==> config.mk <==
export PLATFORM = sky130hd
export DESIGN_NAME = row_linear_interp_warp_unit_flat
export DESIGN_NICKNAME = d
export VERILOG_FILES = /design/src/rtl/rliw_pkg.sv /design/src/rtl/rliw_if.sv /design/src/rtl/rliw_ctrl.sv /design/src/rtl/rliw_datapath.sv /design/src/rtl/row_linear_interp_warp_unit.sv /design/src/flat_wrapper.sv
export SDC_FILE = /design/constraint.sdc
export NUM_CORES = 2
export LEC_CHECK = 0
export BUFFER_PORTS_ARGS = -buffer_cell sky130_fd_sc_hd__buf_2
export CORE_UTILIZATION = 40
export DETAILED_ROUTE_END_ITERATION = 10
export REMOVE_ABC_BUFFERS = 1
export SLEW_MARGIN = 10
export SYNTH_ARGS = -nofsm -noshare
export SYNTH_HDL_FRONTEND = slang
export SYNTH_SLANG_ARGS = --single-unit
==> constraint.sdc <==
create_clock -name clk -period 7.4 [get_ports clk]
set_clock_uncertainty 0.05 [all_clocks]
set_input_delay 1.48 -clock clk [delete_from_list [all_inputs] [get_ports clk]]
set_output_delay 1.48 -clock clk [all_outputs]
set_load 0.005 [all_outputs]
==> src/rtl/rliw_pkg.sv <==
// Shared types and constants of the row linear interpolation warp unit.
package rliw_pkg;

    localparam int COL_W       = 7;
    localparam int SAMPLE_W    = 8;
    localparam int OFFSET_W    = 16;
    localparam int ROW_WIDTH_W = 8;
    localparam int FRAC_W      = 4;
    localparam int CFG_INDEX_W = 1;
    localparam int CFG_DATA_W  = 8;

    // Neighbor index width: column minus a full 16-bit shift, plus sign.
    localparam int IDX_W = OFFSET_W + 2;

    // Fixed-point unit weight before it is shifted into place.
    localparam logic [OFFSET_W-1:0] WEIGHT_ONE = 16'h0001;

    // Register reset values.
    localparam logic [ROW_WIDTH_W-1:0] ROW_WIDTH_RST = 8'd128;
    localparam logic [FRAC_W-1:0]      FRAC_BITS_RST = 4'd8;

    // Configuration register indexes.
    localparam logic [CFG_INDEX_W-1:0] REG_ROW_WIDTH = 1'b0;
    localparam logic [CFG_INDEX_W-1:0] REG_FRAC_BITS = 1'b1;

    // Item operation codes.
    typedef enum logic {
        OP_LOAD    = 1'b0,
        OP_COMPUTE = 1'b1
    } rliw_op_t;

    // Controller states.
    typedef enum logic [1:0] {
        ST_IDLE,
        ST_FETCH,
        ST_MUL,
        ST_SUM
    } rliw_state_t;

    // Commands from the controller to the datapath.
    typedef struct packed {
        logic wr_en;
        logic cap_en;
        logic fetch_en;
        logic mul_en;
        logic out_load;
    } rliw_cmd_t;

endpackage

==> src/rtl/rliw_if.sv <==
// Handshake channel interfaces of the row linear interpolation warp unit.
interface rliw_in_if;
    logic                              valid;
    logic                              ready;
    logic                              operation;
    logic [rliw_pkg::COL_W-1:0]        column;
    logic signed [rliw_pkg::SAMPLE_W-1:0] sample;
    logic signed [rliw_pkg::OFFSET_W-1:0] offset;

    modport source (output valid, operation, column, sample, offset, input ready);
    modport sink   (input valid, operation, column, sample, offset, output ready);
endinterface

interface rliw_out_if;
    logic                                 valid;
    logic                                 ready;
    logic [rliw_pkg::COL_W-1:0]           out_column;
    logic signed [rliw_pkg::SAMPLE_W-1:0] out_value;

    modport source (output valid, out_column, out_value, input ready);
    modport sink   (input valid, out_column, out_value, output ready);
endinterface

interface rliw_cfg_if;
    logic                              valid;
    logic                              ready;
    logic [rliw_pkg::CFG_INDEX_W-1:0]  index;
    logic [rliw_pkg::CFG_DATA_W-1:0]   data;

    modport source (output valid, index, data, input ready);
    modport sink   (input valid, index, data, output ready);
endinterface

==> src/rtl/rliw_ctrl.sv <==
// Controller state machine of the row linear interpolation warp unit.
module rliw_ctrl (
    input  logic                clk,
    input  logic                rst_n,
    input  logic                in_valid,
    input  logic                in_operation,
    output logic                in_ready,
    input  logic                out_ready,
    output logic                out_valid,
    output rliw_pkg::rliw_cmd_t cmd
);

    rliw_pkg::rliw_state_t state_reg;
    rliw_pkg::rliw_state_t state_next;
    logic                  out_valid_reg;
    logic                  out_valid_next;
    logic                  is_compute;

    assign is_compute = (in_operation == rliw_pkg::OP_COMPUTE);

    // State and output-valid registers.
    always_ff @(posedge clk or negedge rst_n)
    begin
        if (!rst_n)
        begin
            state_reg     <= rliw_pkg::ST_IDLE;
            out_valid_reg <= 1'b0;
        end
        else
        begin
            state_reg     <= state_next;
            out_valid_reg <= out_valid_next;
        end
    end

    // Next state.
    always_comb
    begin
        state_next = state_reg;
        case (state_reg)
            rliw_pkg::ST_IDLE:
            begin
                if (in_valid && is_compute)
                    state_next = rliw_pkg::ST_FETCH;
            end
            rliw_pkg::ST_FETCH: state_next = rliw_pkg::ST_MUL;
            rliw_pkg::ST_MUL:   state_next = rliw_pkg::ST_SUM;
            rliw_pkg::ST_SUM:
            begin
                if (!out_valid_reg || out_ready)
                    state_next = rliw_pkg::ST_IDLE;
            end
            default: state_next = rliw_pkg::ST_IDLE;
        endcase
    end

    // Outputs and datapath commands.
    always_comb
    begin
        in_ready     = 1'b0;
        cmd          = '0;
        case (state_reg)
            rliw_pkg::ST_IDLE:
            begin
                in_ready   = 1'b1;
                cmd.wr_en  = in_valid && !is_compute;
                cmd.cap_en = in_valid && is_compute;
            end
            rliw_pkg::ST_FETCH: cmd.fetch_en = 1'b1;
            rliw_pkg::ST_MUL:   cmd.mul_en   = 1'b1;
            rliw_pkg::ST_SUM:   cmd.out_load = !out_valid_reg || out_ready;
            default:            in_ready     = 1'b0;
        endcase
    end

    // The output register fills on a finished compute and drains when taken.
    always_comb
    begin
        if (cmd.out_load)
            out_valid_next = 1'b1;
        else if (out_ready)
            out_valid_next = 1'b0;
        else
            out_valid_next = out_valid_reg;
    end

    assign out_valid = out_valid_reg;

endmodule

==> src/rtl/rliw_datapath.sv <==
// Datapath of the row linear interpolation warp unit: row store, weights, blend.
module rliw_datapath #(
    parameter int MAX_WIDTH = 128
) (
    input  logic                                  clk,
    input  logic                                  rst_n,
    input  rliw_pkg::rliw_cmd_t                   cmd,
    input  logic [rliw_pkg::COL_W-1:0]            column,
    input  logic signed [rliw_pkg::SAMPLE_W-1:0]  sample,
    input  logic signed [rliw_pkg::OFFSET_W-1:0]  offset,
    input  logic                                  cfg_we,
    input  logic [rliw_pkg::CFG_INDEX_W-1:0]      cfg_index,
    input  logic [rliw_pkg::CFG_DATA_W-1:0]       cfg_data,
    output logic [rliw_pkg::COL_W-1:0]            out_column,
    output logic signed [rliw_pkg::SAMPLE_W-1:0]  out_value
);

    localparam int AW    = (MAX_WIDTH > 1) ? $clog2(MAX_WIDTH) : 1;
    localparam int OW    = rliw_pkg::OFFSET_W;
    localparam int SW    = rliw_pkg::SAMPLE_W;
    localparam int IW    = rliw_pkg::IDX_W;
    localparam int LIM_W = IW - 1;
    localparam logic [LIM_W-1:0] MaxLim = LIM_W'(MAX_WIDTH);

    // Configuration registers.
    logic [rliw_pkg::ROW_WIDTH_W-1:0] row_width_reg;
    logic [rliw_pkg::FRAC_W-1:0]      frac_bits_reg;

    // Row store.
    logic [SW-1:0] mem [MAX_WIDTH];

    // Pipeline payload registers.
    logic [rliw_pkg::COL_W-1:0] col_reg;
    logic signed [OW-1:0]       offset_reg;
    logic [SW-1:0]              rd_l_reg;
    logic [SW-1:0]              rd_r_reg;
    logic                       ok_l_reg;
    logic                       ok_r_reg;
    logic [OW-1:0]              wl_reg;
    logic [OW-1:0]              wr_reg;
    logic [OW-1:0]              prod_l_reg;
    logic [OW-1:0]              prod_r_reg;
    logic [rliw_pkg::COL_W-1:0] out_column_reg;
    logic [SW-1:0]              out_value_reg;

    // Combinational values.
    logic              load_in_range;
    logic [AW-1:0]     wr_addr;
    logic signed [OW-1:0] shift;
    logic [IW-1:0]     idx_r;
    logic [IW-1:0]     idx_l;
    logic [LIM_W-1:0]  row_lim;
    logic [LIM_W-1:0]  lim;
    logic [OW-1:0]     unit_w;
    logic [OW-1:0]     wl_next;
    logic [OW-1:0]     wr_next;
    logic              ok_l_next;
    logic              ok_r_next;
    logic [OW-1:0]     lv;
    logic [OW-1:0]     rv;
    logic [2*OW-1:0]   full_l;
    logic [2*OW-1:0]   full_r;
    logic [OW-1:0]     sum;
    logic signed [OW-1:0] res;

    // Configuration writes.
    always_ff @(posedge clk or negedge rst_n)
    begin
        if (!rst_n)
        begin
            row_width_reg <= rliw_pkg::ROW_WIDTH_RST;
            frac_bits_reg <= rliw_pkg::FRAC_BITS_RST;
        end
        else if (cfg_we)
        begin
            case (cfg_index)
                rliw_pkg::REG_ROW_WIDTH: row_width_reg <= cfg_data;
                rliw_pkg::REG_FRAC_BITS: frac_bits_reg <= cfg_data[rliw_pkg::FRAC_W-1:0];
                default:                 row_width_reg <= row_width_reg;
            endcase
        end
    end

    // Loads past the end of the store are dropped.
    assign load_in_range = (32'(column) < MAX_WIDTH);
    assign wr_addr       = AW'(column);

    // Integer shift and fractional weights of the offset.
    assign shift   = offset_reg >>> frac_bits_reg;
    assign unit_w  = rliw_pkg::WEIGHT_ONE << frac_bits_reg;
    assign wl_next = offset_reg & (unit_w - rliw_pkg::WEIGHT_ONE);
    assign wr_next = unit_w - wl_next;

    // Neighbor indexes: right is column minus shift, left one below it.
    assign idx_r = IW'(col_reg) - {{(IW-OW){shift[OW-1]}}, shift};
    assign idx_l = idx_r - IW'(1);

    // Effective row limit is the smaller of row width and store depth.
    assign row_lim = LIM_W'(row_width_reg);
    assign lim     = (row_lim < MaxLim) ? row_lim : MaxLim;

    assign ok_r_next = !idx_r[IW-1] && (idx_r[LIM_W-1:0] < lim);
    assign ok_l_next = !idx_l[IW-1] && (idx_l[LIM_W-1:0] < lim);

    // Row store write port and two registered read ports.
    always_ff @(posedge clk)
    begin
        if (cmd.wr_en && load_in_range)
            mem[wr_addr] <= sample;
        if (cmd.fetch_en)
        begin
            rd_l_reg <= mem[idx_l[AW-1:0]];
            rd_r_reg <= mem[idx_r[AW-1:0]];
        end
    end

    // Neighbors outside the row read as zero; samples are sign-extended.
    assign lv = ok_l_reg ? {{(OW-SW){rd_l_reg[SW-1]}}, rd_l_reg} : '0;
    assign rv = ok_r_reg ? {{(OW-SW){rd_r_reg[SW-1]}}, rd_r_reg} : '0;

    assign full_l = lv * wl_reg;
    assign full_r = rv * wr_reg;

    // Blend wraps at 16 bits, then shifts back and truncates to a sample.
    assign sum = prod_l_reg + prod_r_reg;
    assign res = $signed(sum) >>> frac_bits_reg;

    // Payload pipeline registers.
    always_ff @(posedge clk)
    begin
        if (cmd.cap_en)
        begin
            col_reg    <= column;
            offset_reg <= offset;
        end
        if (cmd.fetch_en)
        begin
            wl_reg   <= wl_next;
            wr_reg   <= wr_next;
            ok_l_reg <= ok_l_next;
            ok_r_reg <= ok_r_next;
        end
        if (cmd.mul_en)
        begin
            prod_l_reg <= full_l[OW-1:0];
            prod_r_reg <= full_r[OW-1:0];
        end
        if (cmd.out_load)
        begin
            out_column_reg <= col_reg;
            out_value_reg  <= res[SW-1:0];
        end
    end

    assign out_column = out_column_reg;
    assign out_value  = out_value_reg;

endmodule

==> src/rtl/row_linear_interp_warp_unit.sv <==
// Top level of the row linear interpolation warp unit.
// Warps one row of int8 samples horizontally: load items write a sample into a
// MAX_WIDTH-entry row store, and compute items blend the two neighbors of
// (column - shift) with fractional weights taken from the item's fixed-point
// offset, giving one result per compute. A load item is taken every cycle
// while the block is idle. A compute item steps through accept, store read with
// weight setup, multiply, and blend into the output register before the next
// item is accepted; the store's registered reads and the single multiply stage
// set these steps. A finished result waits in the output register while the
// next item is accepted, and a compute stalls in its blend step only while the
// previous result is still untaken. Configuration writes are always taken.
module row_linear_interp_warp_unit #(
    parameter int MAX_WIDTH = 128
) (
    input  logic      clk,
    input  logic      rst_n,
    rliw_in_if.sink   pixel,
    rliw_out_if.source result,
    rliw_cfg_if.sink  cfg
);

    rliw_pkg::rliw_cmd_t cmd;

    assign cfg.ready = 1'b1;

    // Controller.
    rliw_ctrl u_ctrl (
        .clk          (clk),
        .rst_n        (rst_n),
        .in_valid     (pixel.valid),
        .in_operation (pixel.operation),
        .in_ready     (pixel.ready),
        .out_ready    (result.ready),
        .out_valid    (result.valid),
        .cmd          (cmd)
    );

    // Datapath.
    rliw_datapath #(
        .MAX_WIDTH (MAX_WIDTH)
    ) u_datapath (
        .clk        (clk),
        .rst_n      (rst_n),
        .cmd        (cmd),
        .column     (pixel.column),
        .sample     (pixel.sample),
        .offset     (pixel.offset),
        .cfg_we     (cfg.valid),
        .cfg_index  (cfg.index),
        .cfg_data   (cfg.data),
        .out_column (result.out_column),
        .out_value  (result.out_value)
    );

endmodule
==> src/flat_wrapper.sv <==
// flat-port wrapper written by rule: the top's interface ports become plain ports
module row_linear_interp_warp_unit_flat 
#(
    parameter int MAX_WIDTH = 128
)
  (clk, rst_n, pixel_valid, pixel_operation, pixel_column, pixel_sample, pixel_offset, pixel_ready, result_valid, result_out_column, result_out_value, result_ready, cfg_valid, cfg_index, cfg_data, cfg_ready);
  rliw_in_if pixel_i ();
  rliw_out_if result_i ();
  rliw_cfg_if cfg_i ();
  input  logic clk;
  input  logic rst_n;
  input wire logic [$bits(pixel_i.valid)-1:0] pixel_valid;
  input wire logic [$bits(pixel_i.operation)-1:0] pixel_operation;
  input wire logic [$bits(pixel_i.column)-1:0] pixel_column;
  input wire logic [$bits(pixel_i.sample)-1:0] pixel_sample;
  input wire logic [$bits(pixel_i.offset)-1:0] pixel_offset;
  output wire logic [$bits(pixel_i.ready)-1:0] pixel_ready;
  output wire logic [$bits(result_i.valid)-1:0] result_valid;
  output wire logic [$bits(result_i.out_column)-1:0] result_out_column;
  output wire logic [$bits(result_i.out_value)-1:0] result_out_value;
  input wire logic [$bits(result_i.ready)-1:0] result_ready;
  input wire logic [$bits(cfg_i.valid)-1:0] cfg_valid;
  input wire logic [$bits(cfg_i.index)-1:0] cfg_index;
  input wire logic [$bits(cfg_i.data)-1:0] cfg_data;
  output wire logic [$bits(cfg_i.ready)-1:0] cfg_ready;
  assign pixel_i.valid = pixel_valid;
  assign pixel_i.operation = pixel_operation;
  assign pixel_i.column = pixel_column;
  assign pixel_i.sample = pixel_sample;
  assign pixel_i.offset = pixel_offset;
  assign pixel_ready = pixel_i.ready;
  assign result_valid = result_i.valid;
  assign result_out_column = result_i.out_column;
  assign result_out_value = result_i.out_value;
  assign result_i.ready = result_ready;
  assign cfg_i.valid = cfg_valid;
  assign cfg_i.index = cfg_index;
  assign cfg_i.data = cfg_data;
  assign cfg_ready = cfg_i.ready;
  row_linear_interp_warp_unit #(.MAX_WIDTH(MAX_WIDTH)) u_core (.clk(clk), .rst_n(rst_n), .pixel(pixel_i), .result(result_i), .cfg(cfg_i));
endmodule
==> qor.csv <==
stage,metric,value,unit
timing,finalCritPeriodShare,96.1,%
clocking,clk_pin_slew,0.06,ns
hold_path,whs_path_depth,0,
clocking,cts-root-buf,clkbuf_16,
logic_synthesis,synth_edf_count,1144,
cells_and_area,final_util,44.7,%
logic_synthesis,avgSynthCellArea,12.9,sq um
timing,relSlewSlack,9.69,%
critical_path,worstPathCellList,"mux2i_1, mux4_2, nor2_1, a21o_1, ha_4, inv_1, fa_4, inv_1, ha_4, buf_4, nand3_1, mux2_2, xnor2_2, clkinv_2, buf_12, and3_1, a31oi_1, o22ai_1, a211oi_1, a31o_1",
die,start_util,40.5,%
global_route,grt_usage,24.5,%
hold_path,min_to,u_core.u_datapath.out_column[0],
clocking,ctsHoldBuffers,0,
critical_path,worstSetupPathType,reg2reg,
critical_path,worst_ep_required_time,8.01,ns
die,dieHeight,409,microns
logic_synthesis,synth_warnings,0,
cells_and_area,fillers,14700,
cells_and_area,syn_to_final_growth,10.4,%
global_route,grt_pass1_vias,43600,
die,dieWidth,409,microns
cells_and_area,layout.nets,5405,
route,firstDrtPassIters,6,
place,dpl.hpwl,141000,microns
route,wl,207000,microns
global_route,grt_max_degree,150,
logic_synthesis,ys.flop_type,edfxtp_1,
cells_and_area,mostFrequentLayoutCell,edfxtp_1,
clocking,cts_made_buffers,133,
critical_path,start_kind,flip-flop,
route,antenna_left,0,
critical_path,crit_slowest_cell,a211oi_1,
cells_and_area,regArea,34700,sq um
timing,max_freq,141,MHz
critical_path,critPathTopFamily,compound AO/OA/AOI/OAI gates,
critical_path,max_stage_delay,0.87,ns
cells_and_area,regMostFlops,u_core.u_datapath.mem,
timing,setup_viol,0,
timing,finalCriticalPeriod,7.11,ns
global_route,antenna_found_initial,10,
critical_path,r2r_slack,0.29,ns
logic_synthesis,async_flop_share,1.29,%
die,die_area,167000,sq um
critical_path,cp_max_fo,62,
place,finalWeightedCongestion,1.07,
cells_and_area,layout_common_cells,"edfxtp_1, nand2_1, mux4_2",
global_route,grt_use_met3,5.54,%
cells_and_area,multi_input_area,29100,sq um
clocking,post_cts_buffers,0,
critical_path,cp-end-kind,flip-flop,
critical_path,path_buf_inv,5,
global_route,use_met1,33.3,%
logic_synthesis,synth_seq_area_share,52.5,%
route,avgViaCountPerCell,6.20,
clocking,clock_latency,0.81,ns
logic_synthesis,syn_inst,5119,
cells_and_area,drive_gt1_share,16.7,%
die,io-pin-count,64,
timing,grt_setup_unrepaired,false,
route,wire_per_inst,28.1,microns
clocking,cts_resized,0,
critical_path,reg2regPathDepth,20,
logic_synthesis,synth_cell_types,84,
clocking,clockBufferDepth,3,
critical_path,worstReg2RegEnd,u_core.u_datapath.rd_l_reg[2],
global_route,grt_busiest_layer,met2,
route,vias,45600,
clocking,cts_num_sinks,1159,
timing,hold_viol,0,
global_route,grt_util_met2,37.6,%
logic_synthesis,ys_ff_latch,1159,
place,port_buffers,62,
run,maxCapViolations,0,
global_route,grt_pass1_wl,302000,microns
timing,setup_ws,0.292,ns
timing,worst_slew_pin_slew,1.35,ns
hold_path,hold_start,u_core.u_datapath.col_reg[0],
logic_synthesis,syn_area,66200,sq um
run_status,status,"complete, no violations",
clocking,htree_levels,4,
critical_path,critPathArrivalTime,7.72,ns
global_route,grt-ovfl-total,0,
critical_path,r2r_start,u_core.u_datapath.frac_bits_reg[2],
route,drtIter0Drc,6121,
die,row_count,148,
timing,slew_violations,0,
place,pre_cts_slack,0.733,ns
clocking,cts_tree,built,
hold_path,hold_path_class,reg2reg,
cells_and_area,largest_reg_flops,1024,
route,drc,0,
die,core_area,164000,sq um
[layer usage]
layer | vias up | share of wire, %
li1 | 19500 | -
met2 | 2516 | 45
met4 | 6 | 5.0
met5 | - | 0.022
met3 | 461 | 9.9
met1 | 23100 | 40
[cells in the mapped netlist (24+ instances only)]
library cell,instances,area (sq um)
o22ai_1,55,344
nor2_1,233,875
a311oi_1,50,438
buf_1,54,203
ha_1,142,1780
buf_2,74,370
fa_1,152,3040
edfxtp_1,1144,34400
and3_1,168,1050
clkbuf_1,225,845
nand2_1,783,2940
and2_0,61,382
o21ai_0,81,405
nand3_1,97,485
mux4_2,397,8940
and2_1,48,300
mux2_2,34,383
a211oi_1,131,983
inv_1,211,792
nor2b_1,30,188
nor3_1,114,571
xnor2_1,80,701
mux2i_1,108,1080
a21oi_1,133,666
o221ai_1,24,210
a31oi_1,171,1070
[area by class of cell]
| class | count | share of cell area [%] |
|---|---|---|
| antenna | 3 | 0.0103 |
| clock buffer | 154 | 4.69 |
| clock inverter | 85 | 1.06 |
| inverter | 219 | 1.14 |
| multi-input combinational | 3363 | 39.9 |
| sequential | 1159 | 47.5 |
| tap | 2175 | 3.72 |
| timing repair buffer | 189 | 1.98 |
[cells by family after synthesis]
logic type / share of synthesized area (%)
other cells: 0.0113
compound gates: 8.24
xor+xnor: 1.46
flops: 52.5
fa+ha+maj: 7.28
mux: 15.7
buf+inv: 3.70
simple gates: 11.1
[stage by stage]
step	area [sq um]	cells	TNS, ns	hold WS, ns
2_1_floorplan	64600	4741	-335.07	0.376
3_3_place_gp	68900	7105	0	0.394
3_5_place_dp	68900	7105	0	0.406
4_1_cts	73100	7344	0	0.419
5_1_grt	73100	7344	0	0.440
6_report	73100	7347	0	0.420
[how the worst max path moves through the flow]
stage | slack (ns) | end | cells past startpoint | start
4_1_cts | 0.68 | u_core.u_datapath.rd_l_reg[2] | 19 | u_core.u_datapath.frac_bits_reg[2]
2_1_floorplan | -26.27 | u_core.u_datapath.rd_l_reg[6] | 14 | u_core.u_datapath.frac_bits_reg[0]
6_report | 0.29 | u_core.u_datapath.rd_l_reg[2] | 20 | u_core.u_datapath.frac_bits_reg[2]
3_5_place_dp | 0.73 | u_core.u_datapath.rd_l_reg[2] | 19 | u_core.u_datapath.frac_bits_reg[2]
3_3_place_gp | 0.82 | u_core.u_datapath.rd_l_reg[2] | 20 | u_core.u_datapath.frac_bits_reg[1]
5_1_grt | 0.13 | u_core.u_datapath.rd_l_reg[2] | 19 | u_core.u_datapath.frac_bits_reg[2]
[worst reg2reg max path, delay by kind of cell (launching register included)]
family | cells | cell delay (ns)
muxes | 3 | 1.10
AOI/OAI and AO/OA | 5 | 1.82
xor gates and xnor gates | 1 | 0.20
adders and majority gates | 3 | 1.10
DFF | 1 | 0.75
buffers and inverters | 5 | 1.38
and+or+nand+nor | 3 | 0.56
Power is not shown: default switching activity piles up to over one toggle a cycle in this logic, so the estimate is an artifact.
